## config.mk

```make
export PLATFORM = sky130hd
export DESIGN_NAME = stop_and_wait_arq_sender_core
export DESIGN_NICKNAME = d
export VERILOG_FILES = /design/src/hw/rtl/swarq_pkg.sv /design/src/hw/rtl/swarq_ram.sv /design/src/hw/rtl/stop_and_wait_arq_sender_core.sv
export SDC_FILE = /design/constraint.sdc
export NUM_CORES = 2
export LEC_CHECK = 0
export ABC_CLOCK_PERIOD_IN_PS = 6000
export BUFFER_PORTS_ARGS = -buffer_cell sky130_fd_sc_hd__buf_2
export CAP_MARGIN = 20
export CORE_MARGIN = 1.5
export CORE_UTILIZATION = 55
export DETAILED_ROUTE_END_ITERATION = 6
export PLACE_DENSITY = 0.72
export SLEW_MARGIN = 20
export SYNTH_ARGS = -nofsm -noshare
export SYNTH_HDL_FRONTEND = slang
export SYNTH_HIERARCHICAL = 1
export SYNTH_SLANG_ARGS = --single-unit
```

## constraint.sdc

```tcl
create_clock -name clk -period 6 [get_ports clk]
set_clock_uncertainty 0.05 [all_clocks]
set_input_delay 0.3 -clock clk [delete_from_list [all_inputs] [get_ports clk]]
set_output_delay 0.3 -clock clk [all_outputs]
set_load 0.02 [all_outputs]
```

## src/hw/rtl/swarq_pkg.sv

```systemverilog
// Shared definitions for the stop-and-wait ARQ sender: opcodes, result kinds,
// register indexes, reset values and sizing constants. No dependencies.
package swarq_pkg;

  // Default sizing of the descriptor queue and the buffer handle.
  localparam int QUEUE_DEPTH_DEFAULT  = 16;
  localparam int HANDLE_WIDTH_DEFAULT = 8;

  // Result queue between the event logic and the output channel.
  localparam int OFIFO_DEPTH = 4;
  localparam int OFIFO_IDXW  = 2;

  // Input opcodes.
  localparam logic [2:0] OP_ENQUEUE     = 3'd0;
  localparam logic [2:0] OP_ACK         = 3'd1;
  localparam logic [2:0] OP_NACK        = 3'd2;
  localparam logic [2:0] OP_TICK        = 3'd3;
  localparam logic [2:0] OP_LINK_STATUS = 3'd4;
  localparam logic [2:0] OP_CLOSE       = 3'd5;

  // Result kinds.
  typedef enum logic [2:0] {
    KIND_ACCEPTED = 3'd0,
    KIND_REJECTED = 3'd1,
    KIND_SEND     = 3'd2,
    KIND_ACKED    = 3'd3,
    KIND_FAILED   = 3'd4
  } kind_t;

  // Configuration register indexes.
  localparam logic [2:0] CFG_LINK_OPEN         = 3'd0;
  localparam logic [2:0] CFG_RETRY_TIMEOUT     = 3'd1;
  localparam logic [2:0] CFG_NACK_BACKOFF      = 3'd2;
  localparam logic [2:0] CFG_RETRY_LIMIT       = 3'd3;
  localparam logic [2:0] CFG_MAX_FRAME_PAYLOAD = 3'd4;

  // Register reset values.
  localparam logic [15:0] RETRY_TIMEOUT_RESET     = 16'd1000;
  localparam logic [15:0] NACK_BACKOFF_RESET      = 16'd250;
  localparam logic [7:0]  RETRY_LIMIT_RESET       = 8'd5;
  localparam logic [15:0] MAX_FRAME_PAYLOAD_RESET = 16'd1024;

  // Acknowledgement length classes.
  localparam logic [1:0] ACK_LEN_EMPTY = 2'd0;
  localparam logic [1:0] ACK_LEN_FOUR  = 2'd1;

  // Bytes of sequence number carried in each frame payload.
  localparam logic [16:0] FRAME_OVERHEAD = 17'd4;

  // Device state code that means connected.
  localparam logic [7:0] LINK_CONNECTED = 8'd3;

  // First sequence number of a flow.
  localparam logic [31:0] SEQUENCE_START = 32'd1;

endpackage

```

## src/hw/rtl/swarq_ram.sv

```systemverilog
// Generic single-port-write, single-port-read RAM with a registered read.
// Used for the descriptor queue of the ARQ sender. No dependencies.
module swarq_ram #(
  parameter int WIDTH = 24,
  parameter int DEPTH = 16
) (
  input  logic                     clk,
  input  logic                     we,
  input  logic [$clog2(DEPTH)-1:0] waddr,
  input  logic [WIDTH-1:0]         wdata,
  input  logic [$clog2(DEPTH)-1:0] raddr,
  output logic [WIDTH-1:0]         rdata
);

  logic [WIDTH-1:0] mem [DEPTH];

  always_ff @(posedge clk) begin
    if (we) begin
      mem[waddr] <= wdata;
    end
    rdata <= mem[raddr];
  end

endmodule

```

## src/hw/rtl/stop_and_wait_arq_sender_core.sv

```systemverilog
// Stop-and-wait ARQ sender core: descriptor queue, in-flight frame, retry timer.
// Depends on swarq_pkg and instantiates swarq_ram for the descriptor queue.
//
// The block takes one event transfer per clock cycle while in_ready is high
// (enqueue, ACK, NACK, tick, link status or close) and produces zero, one or
// two result transfers for it, with last set on the final one. Each event is
// handled by combinational logic between the input handshake and a four-entry
// result queue, so a new event can be accepted in every cycle while earlier
// results still wait to be taken. The output side drains one result per cycle
// while out_ready is high, which sets the sustained rate: events that cause no
// result or one result run at one per cycle, and those that cause two (an
// enqueue or ACK that starts a frame) take twice the output bandwidth. in_ready
// falls while fewer than two result slots are free. Payload descriptors are
// held in a RAM of QUEUE_DEPTH entries; the entry at the head is read ahead of
// time so that it is ready when a frame starts, and an entry written in the same
// cycle that it becomes the head is bypassed. Configuration writes take effect
// on the next clock edge and should only be made while the block is idle.
module stop_and_wait_arq_sender_core #(
  parameter int QUEUE_DEPTH  = swarq_pkg::QUEUE_DEPTH_DEFAULT,
  parameter int HANDLE_WIDTH = swarq_pkg::HANDLE_WIDTH_DEFAULT
) (
  input  logic                    clk,
  input  logic                    rst,

  // Configuration write port.
  input  logic                    cfg_we,
  input  logic [2:0]              cfg_index,
  input  logic [15:0]             cfg_data,

  // Event channel.
  input  logic                    in_valid,
  output logic                    in_ready,
  input  logic [2:0]              opcode,
  input  logic [HANDLE_WIDTH-1:0] buffer_handle,
  input  logic [15:0]             buffer_length,
  input  logic [31:0]             ack_sequence,
  input  logic [1:0]              ack_length_class,
  input  logic [7:0]              link_state,

  // Result channel.
  output logic                    out_valid,
  input  logic                    out_ready,
  output logic [2:0]              result_kind,
  output logic [31:0]             frame_sequence,
  output logic [HANDLE_WIDTH-1:0] frame_handle,
  output logic [15:0]             frame_length,
  output logic                    last
);

  localparam int IDXW  = $clog2(QUEUE_DEPTH);
  localparam int CNTW  = $clog2(QUEUE_DEPTH + 1);
  localparam int SUMW  = $clog2(2 * QUEUE_DEPTH);
  localparam int ENTW  = HANDLE_WIDTH + 16;
  localparam int OFIFO_IDXW = swarq_pkg::OFIFO_IDXW;

  typedef struct packed {
    logic [HANDLE_WIDTH-1:0] handle;
    logic [15:0]             length;
  } entry_t;

  typedef struct packed {
    swarq_pkg::kind_t        kind;
    logic [31:0]             seqn;
    logic [HANDLE_WIDTH-1:0] handle;
    logic [15:0]             length;
    logic                    last;
  } res_t;

  // Configuration registers.
  logic        link_open;
  logic [15:0] retry_timeout;
  logic [15:0] nack_backoff;
  logic [7:0]  retry_limit;
  logic [15:0] max_frame_payload;

  // Flow state.
  logic [IDXW-1:0]         queue_head, queue_head_next;
  logic [CNTW-1:0]         queue_count, queue_count_next;
  logic                    inflight_valid, inflight_valid_next;
  logic [HANDLE_WIDTH-1:0] inflight_handle, inflight_handle_next;
  logic [15:0]             inflight_length, inflight_length_next;
  logic [31:0]             inflight_sequence, inflight_sequence_next;
  logic [31:0]             next_sequence, next_sequence_next;
  logic [7:0]              retry_count, retry_count_next;
  logic [15:0]             timer_remaining, timer_remaining_next;
  logic                    timer_running, timer_running_next;

  // Descriptor queue access.
  logic            ram_we;
  logic [IDXW-1:0] queue_tail;
  logic [SUMW-1:0] tail_sum;
  entry_t          ram_wdata;
  entry_t          ram_rdata;
  logic            bypass;
  entry_t          bypass_data;
  entry_t          head_entry;
  entry_t          pump_entry;

  // Event decode and results.
  logic            in_fire;
  logic            enq_reject;
  logic            seq_match;
  logic            do_pump;
  res_t            res0;
  res_t            res1;
  res_t            send_res;
  logic [1:0]      res_count;

  // Result queue.
  res_t                  ofifo [swarq_pkg::OFIFO_DEPTH];
  logic [OFIFO_IDXW-1:0] ohead;
  logic [OFIFO_IDXW-1:0] otail;
  logic [OFIFO_IDXW:0]   ocount;
  logic                  out_fire;

  // ---------------------------------------------------------------------------
  // Configuration registers.
  // ---------------------------------------------------------------------------
  always_ff @(posedge clk) begin
    if (rst) begin
      link_open         <= 1'b0;
      retry_timeout     <= swarq_pkg::RETRY_TIMEOUT_RESET;
      nack_backoff      <= swarq_pkg::NACK_BACKOFF_RESET;
      retry_limit       <= swarq_pkg::RETRY_LIMIT_RESET;
      max_frame_payload <= swarq_pkg::MAX_FRAME_PAYLOAD_RESET;
    end else if (cfg_we) begin
      unique case (cfg_index)
        swarq_pkg::CFG_LINK_OPEN:         link_open         <= cfg_data[0];
        swarq_pkg::CFG_RETRY_TIMEOUT:     retry_timeout     <= cfg_data;
        swarq_pkg::CFG_NACK_BACKOFF:      nack_backoff      <= cfg_data;
        swarq_pkg::CFG_RETRY_LIMIT:       retry_limit       <= cfg_data[7:0];
        swarq_pkg::CFG_MAX_FRAME_PAYLOAD: max_frame_payload <= cfg_data;
        default: begin
        end
      endcase
    end
  end

  // ---------------------------------------------------------------------------
  // Descriptor queue. The RAM is read at the head position of the next cycle,
  // so head_entry always shows the current head. A write that lands on that
  // position in the same cycle is not yet visible in the RAM output and is
  // taken from the bypass register instead.
  // ---------------------------------------------------------------------------
  assign tail_sum   = SUMW'(queue_head) + SUMW'(queue_count);
  assign queue_tail = (tail_sum >= SUMW'(QUEUE_DEPTH)) ?
                      IDXW'(tail_sum - SUMW'(QUEUE_DEPTH)) : IDXW'(tail_sum);

  assign ram_wdata.handle = buffer_handle;
  assign ram_wdata.length = buffer_length;

  swarq_ram #(
    .WIDTH (ENTW),
    .DEPTH (QUEUE_DEPTH)
  ) u_queue_ram (
    .clk   (clk),
    .we    (ram_we),
    .waddr (queue_tail),
    .wdata (ram_wdata),
    .raddr (queue_head_next),
    .rdata (ram_rdata)
  );

  always_ff @(posedge clk) begin
    if (rst) begin
      bypass <= 1'b0;
    end else begin
      bypass <= ram_we && (queue_tail == queue_head_next);
    end
    bypass_data <= ram_wdata;
  end

  assign head_entry = bypass ? bypass_data : ram_rdata;

  // An enqueue into an empty queue with no frame in flight is popped in the same
  // cycle, straight from the input fields.
  assign pump_entry = (queue_count == '0) ? ram_wdata : head_entry;

  // ---------------------------------------------------------------------------
  // Event handling.
  // ---------------------------------------------------------------------------
  assign in_ready = (ocount <= (OFIFO_IDXW + 1)'(swarq_pkg::OFIFO_DEPTH - 2));
  assign in_fire  = in_valid && in_ready;

  assign enq_reject = !link_open || (buffer_length == 16'd0)
                   || (({1'b0, buffer_length} + swarq_pkg::FRAME_OVERHEAD)
                       > {1'b0, max_frame_payload})
                   || (queue_count == CNTW'(QUEUE_DEPTH));

  assign seq_match = (ack_sequence == inflight_sequence);

  // The result that starts a new frame carries the fields the pump loads.
  always_comb begin
    send_res        = '0;
    send_res.kind   = swarq_pkg::KIND_SEND;
    send_res.seqn   = next_sequence;
    send_res.handle = pump_entry.handle;
    send_res.length = pump_entry.length;
  end

  always_comb begin
    queue_head_next        = queue_head;
    queue_count_next       = queue_count;
    inflight_valid_next    = inflight_valid;
    inflight_handle_next   = inflight_handle;
    inflight_length_next   = inflight_length;
    inflight_sequence_next = inflight_sequence;
    next_sequence_next     = next_sequence;
    retry_count_next       = retry_count;
    timer_remaining_next   = timer_remaining;
    timer_running_next     = timer_running;
    ram_we                 = 1'b0;
    do_pump                = 1'b0;
    res0                   = '0;
    res1                   = '0;
    res_count              = 2'd0;

    if (in_fire) begin
      unique case (opcode)
        swarq_pkg::OP_ENQUEUE: begin
          if (enq_reject) begin
            res0.kind = swarq_pkg::KIND_REJECTED;
            res0.last = 1'b1;
            res_count = 2'd1;
          end else begin
            ram_we           = 1'b1;
            queue_count_next = queue_count + CNTW'(1);
            if (!inflight_valid) begin
              do_pump   = 1'b1;
              res0      = send_res;
              res1.kind = swarq_pkg::KIND_ACCEPTED;
              res1.last = 1'b1;
              res_count = 2'd2;
            end else begin
              res0.kind = swarq_pkg::KIND_ACCEPTED;
              res0.last = 1'b1;
              res_count = 2'd1;
            end
          end
        end

        swarq_pkg::OP_ACK: begin
          if ((ack_length_class == swarq_pkg::ACK_LEN_FOUR) && inflight_valid
              && seq_match) begin
            timer_running_next   = 1'b0;
            timer_remaining_next = 16'd0;
            inflight_valid_next  = 1'b0;
            retry_count_next     = 8'd0;
            if (link_open && (queue_count != '0)) begin
              do_pump   = 1'b1;
              res0      = send_res;
              res1.kind = swarq_pkg::KIND_ACKED;
              res1.last = 1'b1;
              res_count = 2'd2;
            end else begin
              res0.kind = swarq_pkg::KIND_ACKED;
              res0.last = 1'b1;
              res_count = 2'd1;
            end
          end
        end

        swarq_pkg::OP_NACK: begin
          if (inflight_valid && ((ack_length_class == swarq_pkg::ACK_LEN_EMPTY)
              || ((ack_length_class == swarq_pkg::ACK_LEN_FOUR) && seq_match))) begin
            timer_remaining_next = nack_backoff;
            timer_running_next   = 1'b1;
          end
        end

        swarq_pkg::OP_TICK: begin
          if (link_open && timer_running) begin
            if (timer_remaining > 16'd1) begin
              timer_remaining_next = timer_remaining - 16'd1;
            end else begin
              timer_remaining_next = 16'd0;
              timer_running_next   = 1'b0;
              if (inflight_valid) begin
                if (retry_count >= retry_limit) begin
                  queue_head_next     = '0;
                  queue_count_next    = '0;
                  inflight_valid_next = 1'b0;
                  retry_count_next    = 8'd0;
                  res0.kind           = swarq_pkg::KIND_FAILED;
                  res0.last           = 1'b1;
                  res_count           = 2'd1;
                end else begin
                  retry_count_next     = retry_count + 8'd1;
                  timer_remaining_next = retry_timeout;
                  timer_running_next   = 1'b1;
                  res0.kind            = swarq_pkg::KIND_SEND;
                  res0.seqn            = inflight_sequence;
                  res0.handle          = inflight_handle;
                  res0.length          = inflight_length;
                  res0.last            = 1'b1;
                  res_count            = 2'd1;
                end
              end
            end
          end
        end

        swarq_pkg::OP_LINK_STATUS: begin
          if (link_state != swarq_pkg::LINK_CONNECTED) begin
            queue_head_next      = '0;
            queue_count_next     = '0;
            inflight_valid_next  = 1'b0;
            retry_count_next     = 8'd0;
            timer_remaining_next = 16'd0;
            timer_running_next   = 1'b0;
          end
        end

        swarq_pkg::OP_CLOSE: begin
          queue_head_next      = '0;
          queue_count_next     = '0;
          inflight_valid_next  = 1'b0;
          retry_count_next     = 8'd0;
          timer_remaining_next = 16'd0;
          timer_running_next   = 1'b0;
          next_sequence_next   = swarq_pkg::SEQUENCE_START;
        end

        default: begin
        end
      endcase

      // Starting a frame pops the head descriptor and arms the retry timer.
      if (do_pump) begin
        queue_head_next        = (queue_head == IDXW'(QUEUE_DEPTH - 1)) ?
                                 '0 : queue_head + IDXW'(1);
        queue_count_next       = queue_count_next - CNTW'(1);
        inflight_valid_next    = 1'b1;
        inflight_handle_next   = pump_entry.handle;
        inflight_length_next   = pump_entry.length;
        inflight_sequence_next = next_sequence;
        next_sequence_next     = next_sequence + 32'd1;
        retry_count_next       = 8'd0;
        timer_remaining_next   = retry_timeout;
        timer_running_next     = 1'b1;
      end
    end
  end

  always_ff @(posedge clk) begin
    if (rst) begin
      queue_head      <= '0;
      queue_count     <= '0;
      inflight_valid  <= 1'b0;
      next_sequence   <= swarq_pkg::SEQUENCE_START;
      retry_count     <= 8'd0;
      timer_remaining <= 16'd0;
      timer_running   <= 1'b0;
    end else begin
      queue_head      <= queue_head_next;
      queue_count     <= queue_count_next;
      inflight_valid  <= inflight_valid_next;
      next_sequence   <= next_sequence_next;
      retry_count     <= retry_count_next;
      timer_remaining <= timer_remaining_next;
      timer_running   <= timer_running_next;
    end
    inflight_handle   <= inflight_handle_next;
    inflight_length   <= inflight_length_next;
    inflight_sequence <= inflight_sequence_next;
  end

  // ---------------------------------------------------------------------------
  // Result queue. Up to two results are written per accepted event and one is
  // presented on the output channel each cycle while the queue is not empty.
  // ---------------------------------------------------------------------------
  assign out_fire = out_valid && out_ready;

  always_ff @(posedge clk) begin
    if (rst) begin
      ohead  <= '0;
      otail  <= '0;
      ocount <= '0;
    end else begin
      ohead  <= ohead + OFIFO_IDXW'(out_fire);
      otail  <= otail + OFIFO_IDXW'(res_count);
      ocount <= ocount + (OFIFO_IDXW + 1)'(res_count)
                       - (OFIFO_IDXW + 1)'(out_fire);
    end
    if (res_count != 2'd0) begin
      ofifo[otail] <= res0;
    end
    if (res_count == 2'd2) begin
      ofifo[otail + OFIFO_IDXW'(1)] <= res1;
    end
  end

  assign out_valid      = (ocount != '0);
  assign result_kind    = ofifo[ohead].kind;
  assign frame_sequence = ofifo[ohead].seqn;
  assign frame_handle   = ofifo[ohead].handle;
  assign frame_length   = ofifo[ohead].length;
  assign last           = ofifo[ohead].last;

  // ---------------------------------------------------------------------------
  // Assertions.
  // ---------------------------------------------------------------------------

  // The retry timer only runs while a frame is outstanding.
  a_timer_needs_frame: assert property (@(posedge clk) disable iff (rst)
    timer_running |-> inflight_valid)
    else $error("retry timer running with no frame in flight");

  // The descriptor queue never holds more entries than it has.
  a_queue_bound: assert property (@(posedge clk) disable iff (rst)
    queue_count <= CNTW'(QUEUE_DEPTH))
    else $error("descriptor queue count beyond its depth");

  // The result queue never overflows.
  a_ofifo_bound: assert property (@(posedge clk) disable iff (rst)
    ocount <= (OFIFO_IDXW + 1)'(swarq_pkg::OFIFO_DEPTH))
    else $error("result queue overflow");

  // A frame only goes into flight together with a send-frame result.
  a_start_reports_send: assert property (@(posedge clk) disable iff (rst)
    (in_fire && !inflight_valid && inflight_valid_next)
      |-> (res_count != 2'd0) && (res0.kind == swarq_pkg::KIND_SEND))
    else $error("frame started without a send-frame result");

endmodule

```

==> qor.csv <==
metric,value,unit
status,completed,
Netlist cell types,84,
Clock Tree Root,clkbuf_16,
worst reg2reg path startpoint,max_frame_payload[2]$_SDFFE_PP0P_,
"commonest non-fill, non-tap cell in the layout",edfxtp_1,
"Setup violations, final",0,
register area share after synthesis,0.6035,
I/O Buffers,154,
Mapped Avg Cell Area,12.23,um^2
setup TNS,0,ns
num rows,93,
wire length of the first global-routing pass,148000,um
Hold Crit Class,in -> reg,
"Req. time, crit path",6.49,ns
Max-Cap Viols,0,
Setup CP Type,in -> reg,
setup bufs post-CTS,0,
die area,67040,um^2
Worst Path Max Fanout,31,
Die Ht,258.9,um
via count,25326,
synth warn,6,
Hold Crit Depth,4,
"Reg clk slew, reported paths",0.06,ns
total wire length,96140,um
hold endpoint,link_open$_SDFFE_PP0P_,
TritonCTS clock tree,done,
I/O pin count,155,
Hold Startpoint,cfg_we,
Resize count post-CTS,0,
Worst-Margin Slew,1.071,ns
Num Clock Sinks,860,
"EDFF count, synth",452,
RSZ-0062 raised after global routing,no,
Cells after Synth,2946,
CP startpoint kind,input pin,
"commonest cells after routing, fill and taps aside","edfxtp_1 (452), dfxtp_1 (406), nand2_1 (297)",
r2r worst-path depth,14,
syn_nets,3083,
VDD IR-drop max,0.2516,mV
post-route ant nets,0,
Starting Density,0.5578,
Tcrit/Tclk final,0.9276,
Filler Cells Inserted,4742,
Pwr Density,305.2,nW/um^2
main flop type after synthesis,edfxtp_1,
drc violations,0,
Bufs on Longest Clock Path,3,
Post-Syn Area,36020,um^2
kind of end point of the critical path,flop,
FF-to-FF End,ofifo[0][39]$_SDFFE_PP0N_,
largest net degree at the start of global routing,97,
post-DR vias/cell,6.294,
"Clk Latency, worst-skew pair",0.65,ns
final hold viol count,0,
Core ar.,64580,um^2
# nets final,3232,
#FFs+latches synth,860,
Hold WS,0.1110,ns
Max Fclk,179.7,MHz
post-detailed-route wirelength per cell,23.89,um
FF-to-FF setup slack,1.08,ns
routability congestion estimate,0.8889,
total grt overflow,0,
vias in the first global route,25429,
share of layout cells above drive strength 1,0.1777,
Die W,258.9,um
leak pwr,13.82,nW
H-tree depth,3,
Layout area overhead,13.63,%
initial drt markers,2982,
fraction of registers with async set/reset,0,
CTS buffer count,86,
max-slew violations,0,
DP Wirelength,58240,um
initial antenna violation count,0,
Tot GR Track Use,0.2886,
drt first pass iters,6,
crit path time final,5.566,ns
WP data arrival,6.05,ns
max_slew headroom,0.2802,
-- metal layers --
layer	GRT usage	part of all wire	up-vias
met4	0.1004	0.029	0
met5	0	0	-
met1	0.3756	0.39	12579
met3	0.05370	0.085	194
li1	-	-	11357
met2	0.4864	0.49	1196
-- logic make-up (layout without fill, tap and decap cells) --
family                     Yosys count  in the layout  share of synthesized area
xor gates and xnor gates            67             67                    0.01650
AOI/OAI and AO/OA                  637            637                     0.1095
and+or+nand+nor                    863            863                     0.1156
muxes                              187            187                     0.1063
DFF                                860            860                     0.6035
buffers and inverters              288            510                    0.03300
adders and majority gates           44             44                    0.01570
other                                0              1                          0
-- cells in the mapped netlist (4+ instances only) --
cell type / count / area share
or3b_1: 5 / 0.0012
nand2b_1: 15 / 0.0026
and2_1: 19 / 0.0033
a22o_1: 14 / 0.0034
o31ai_1: 21 / 0.0044
and3_1: 19 / 0.0033
nor3_1: 35 / 0.0049
xnor2_1: 26 / 0.0063
a31oi_1: 6 / 0.0010
a22oi_1: 100 / 0.021
xor2_1: 40 / 0.0097
a311oi_1: 10 / 0.0024
edfxtp_1: 452 / 0.38
inv_1: 84 / 0.0088
o2bb2ai_1: 5 / 0.0012
mux4_2: 156 / 0.098
nand3b_1: 30 / 0.0063
dfxtp_1: 408 / 0.23
nand4_1: 20 / 0.0035
buf_6: 6 / 0.0019
nand2_1: 299 / 0.031
or3_1: 15 / 0.0026
o21ai_1: 52 / 0.0072
o211ai_1: 17 / 0.0035
buf_1: 13 / 0.0014
clkbuf_1: 139 / 0.014
ha_1: 42 / 0.015
nor2_1: 149 / 0.016
nand3_1: 188 / 0.026
a21oi_1: 130 / 0.018
nor2b_1: 13 / 0.0023
or4_1: 5 / 0.0010
a21o_1: 5 / 0.0010
nor4_1: 21 / 0.0036
buf_2: 41 / 0.0057
o21ai_0: 196 / 0.027
a211oi_1: 44 / 0.0092
nand4b_1: 4 / 0.00097
nor3b_1: 4 / 0.00083
mux2i_1: 27 / 0.0075
-- worst max-delay path by stage --
| stage | start | to | slack, ns | depth (start not counted) |
|---|---|---|---|---|
| 2_1_floorplan | buffer_length[4] | u_queue_ram/mem[0][0]$_DFFE_PP_ | 0.60 | 16 |
| 3_3_place_gp | buffer_length[2] | u_queue_ram/rdata[15]$_DFF_P_ | 0.60 | 19 |
| 3_5_place_dp | buffer_length[2] | u_queue_ram/rdata[23]$_DFF_P_ | 0.34 | 19 |
| 4_1_cts | buffer_length[2] | u_queue_ram/rdata[6]$_DFF_P_ | 0.46 | 20 |
| 5_1_grt | buffer_length[2] | u_queue_ram/rdata[2]$_DFF_P_ | 0.07 | 20 |
| 6_report | buffer_length[2] | u_queue_ram/rdata[6]$_DFF_P_ | 0.43 | 20 |
-- registers in the layout (all words and copies together) (netlist names), 2 cells and up --
signal,cells
u_queue_ram/mem,384
next_sequence,32
retry_count,8
inflight_sequence,32
max_frame_payload,16
ohead,2
ocount,3
queue_count,5
ofifo,240
queue_head,4
retry_limit,8
otail,2
timer_remaining,16
inflight_handle,8
u_queue_ram/rdata,24
retry_timeout,16
nack_backoff,16
bypass_data,24
inflight_length,16
-- cell type report --
type                    count  area (um^2)  area share
diodes                      1        2.502  0.00006113
clock buffers             112         2355     0.05753
clock inverters            49        432.9     0.01058
inverters                  86        322.8    0.007886
multi-input cells        1798        13250      0.3238
flip-flops and latches    860        21750      0.5313
well taps                 855         1070     0.02613
repair buffers            263         1752     0.04279
-- report_power, final --
| group | switching (W) | internal [W] | total, W |
|---|---|---|---|
| Combinational | 0.000506 | 0.000355 | 0.000860 |
| Clock | 0.00229 | 0.00301 | 0.00530 |
| Sequential | 0.000106 | 0.00623 | 0.00633 |
| Total | 0.00290 | 0.00959 | 0.0125 |
-- critical path, stage by stage --
cell           delay, ns
dlygate4sd3_1       0.52
buf_2               0.14
inv_1               0.09
nor3_1              0.28
nand2_1             0.15
nor2_1              0.23
nand2_1             0.10
nor3_1              0.26
xor2_1              0.11
ha_1                0.32
nand3_1             0.16
or4_1               0.67
nand2_1             0.27
a21oi_4             0.18
a21oi_1             0.40
a22o_4              0.64
buf_12              0.32
mux4_2              0.54
a22oi_1             0.25
nand2_1             0.07
-- per-stage QoR --
stage	util	instances	power [W]	worst slack (ns)	instance area, um^2
global route	0.6338	4023	0.01285	0.06941	40930
CTS	0.6338	4023	0.01255	0.4602	40930
detailed placement	0.5838	3818	0.007290	0.3431	37700
global placement	0.5837	3818	0.007270	0.6033	37690
finish	0.6338	4024	0.01249	0.4342	40930
floorplan	-	2946	0.007002	0.6019	36020
-- repair_timing --
item / 4_1_cts / 5_1_grt
hold buffers: 44 / 0
endpoints found under the setup margin: 0 / 0
endpoints found under the hold margin: 227 / 0
Power figures use the tool's default switching activity.
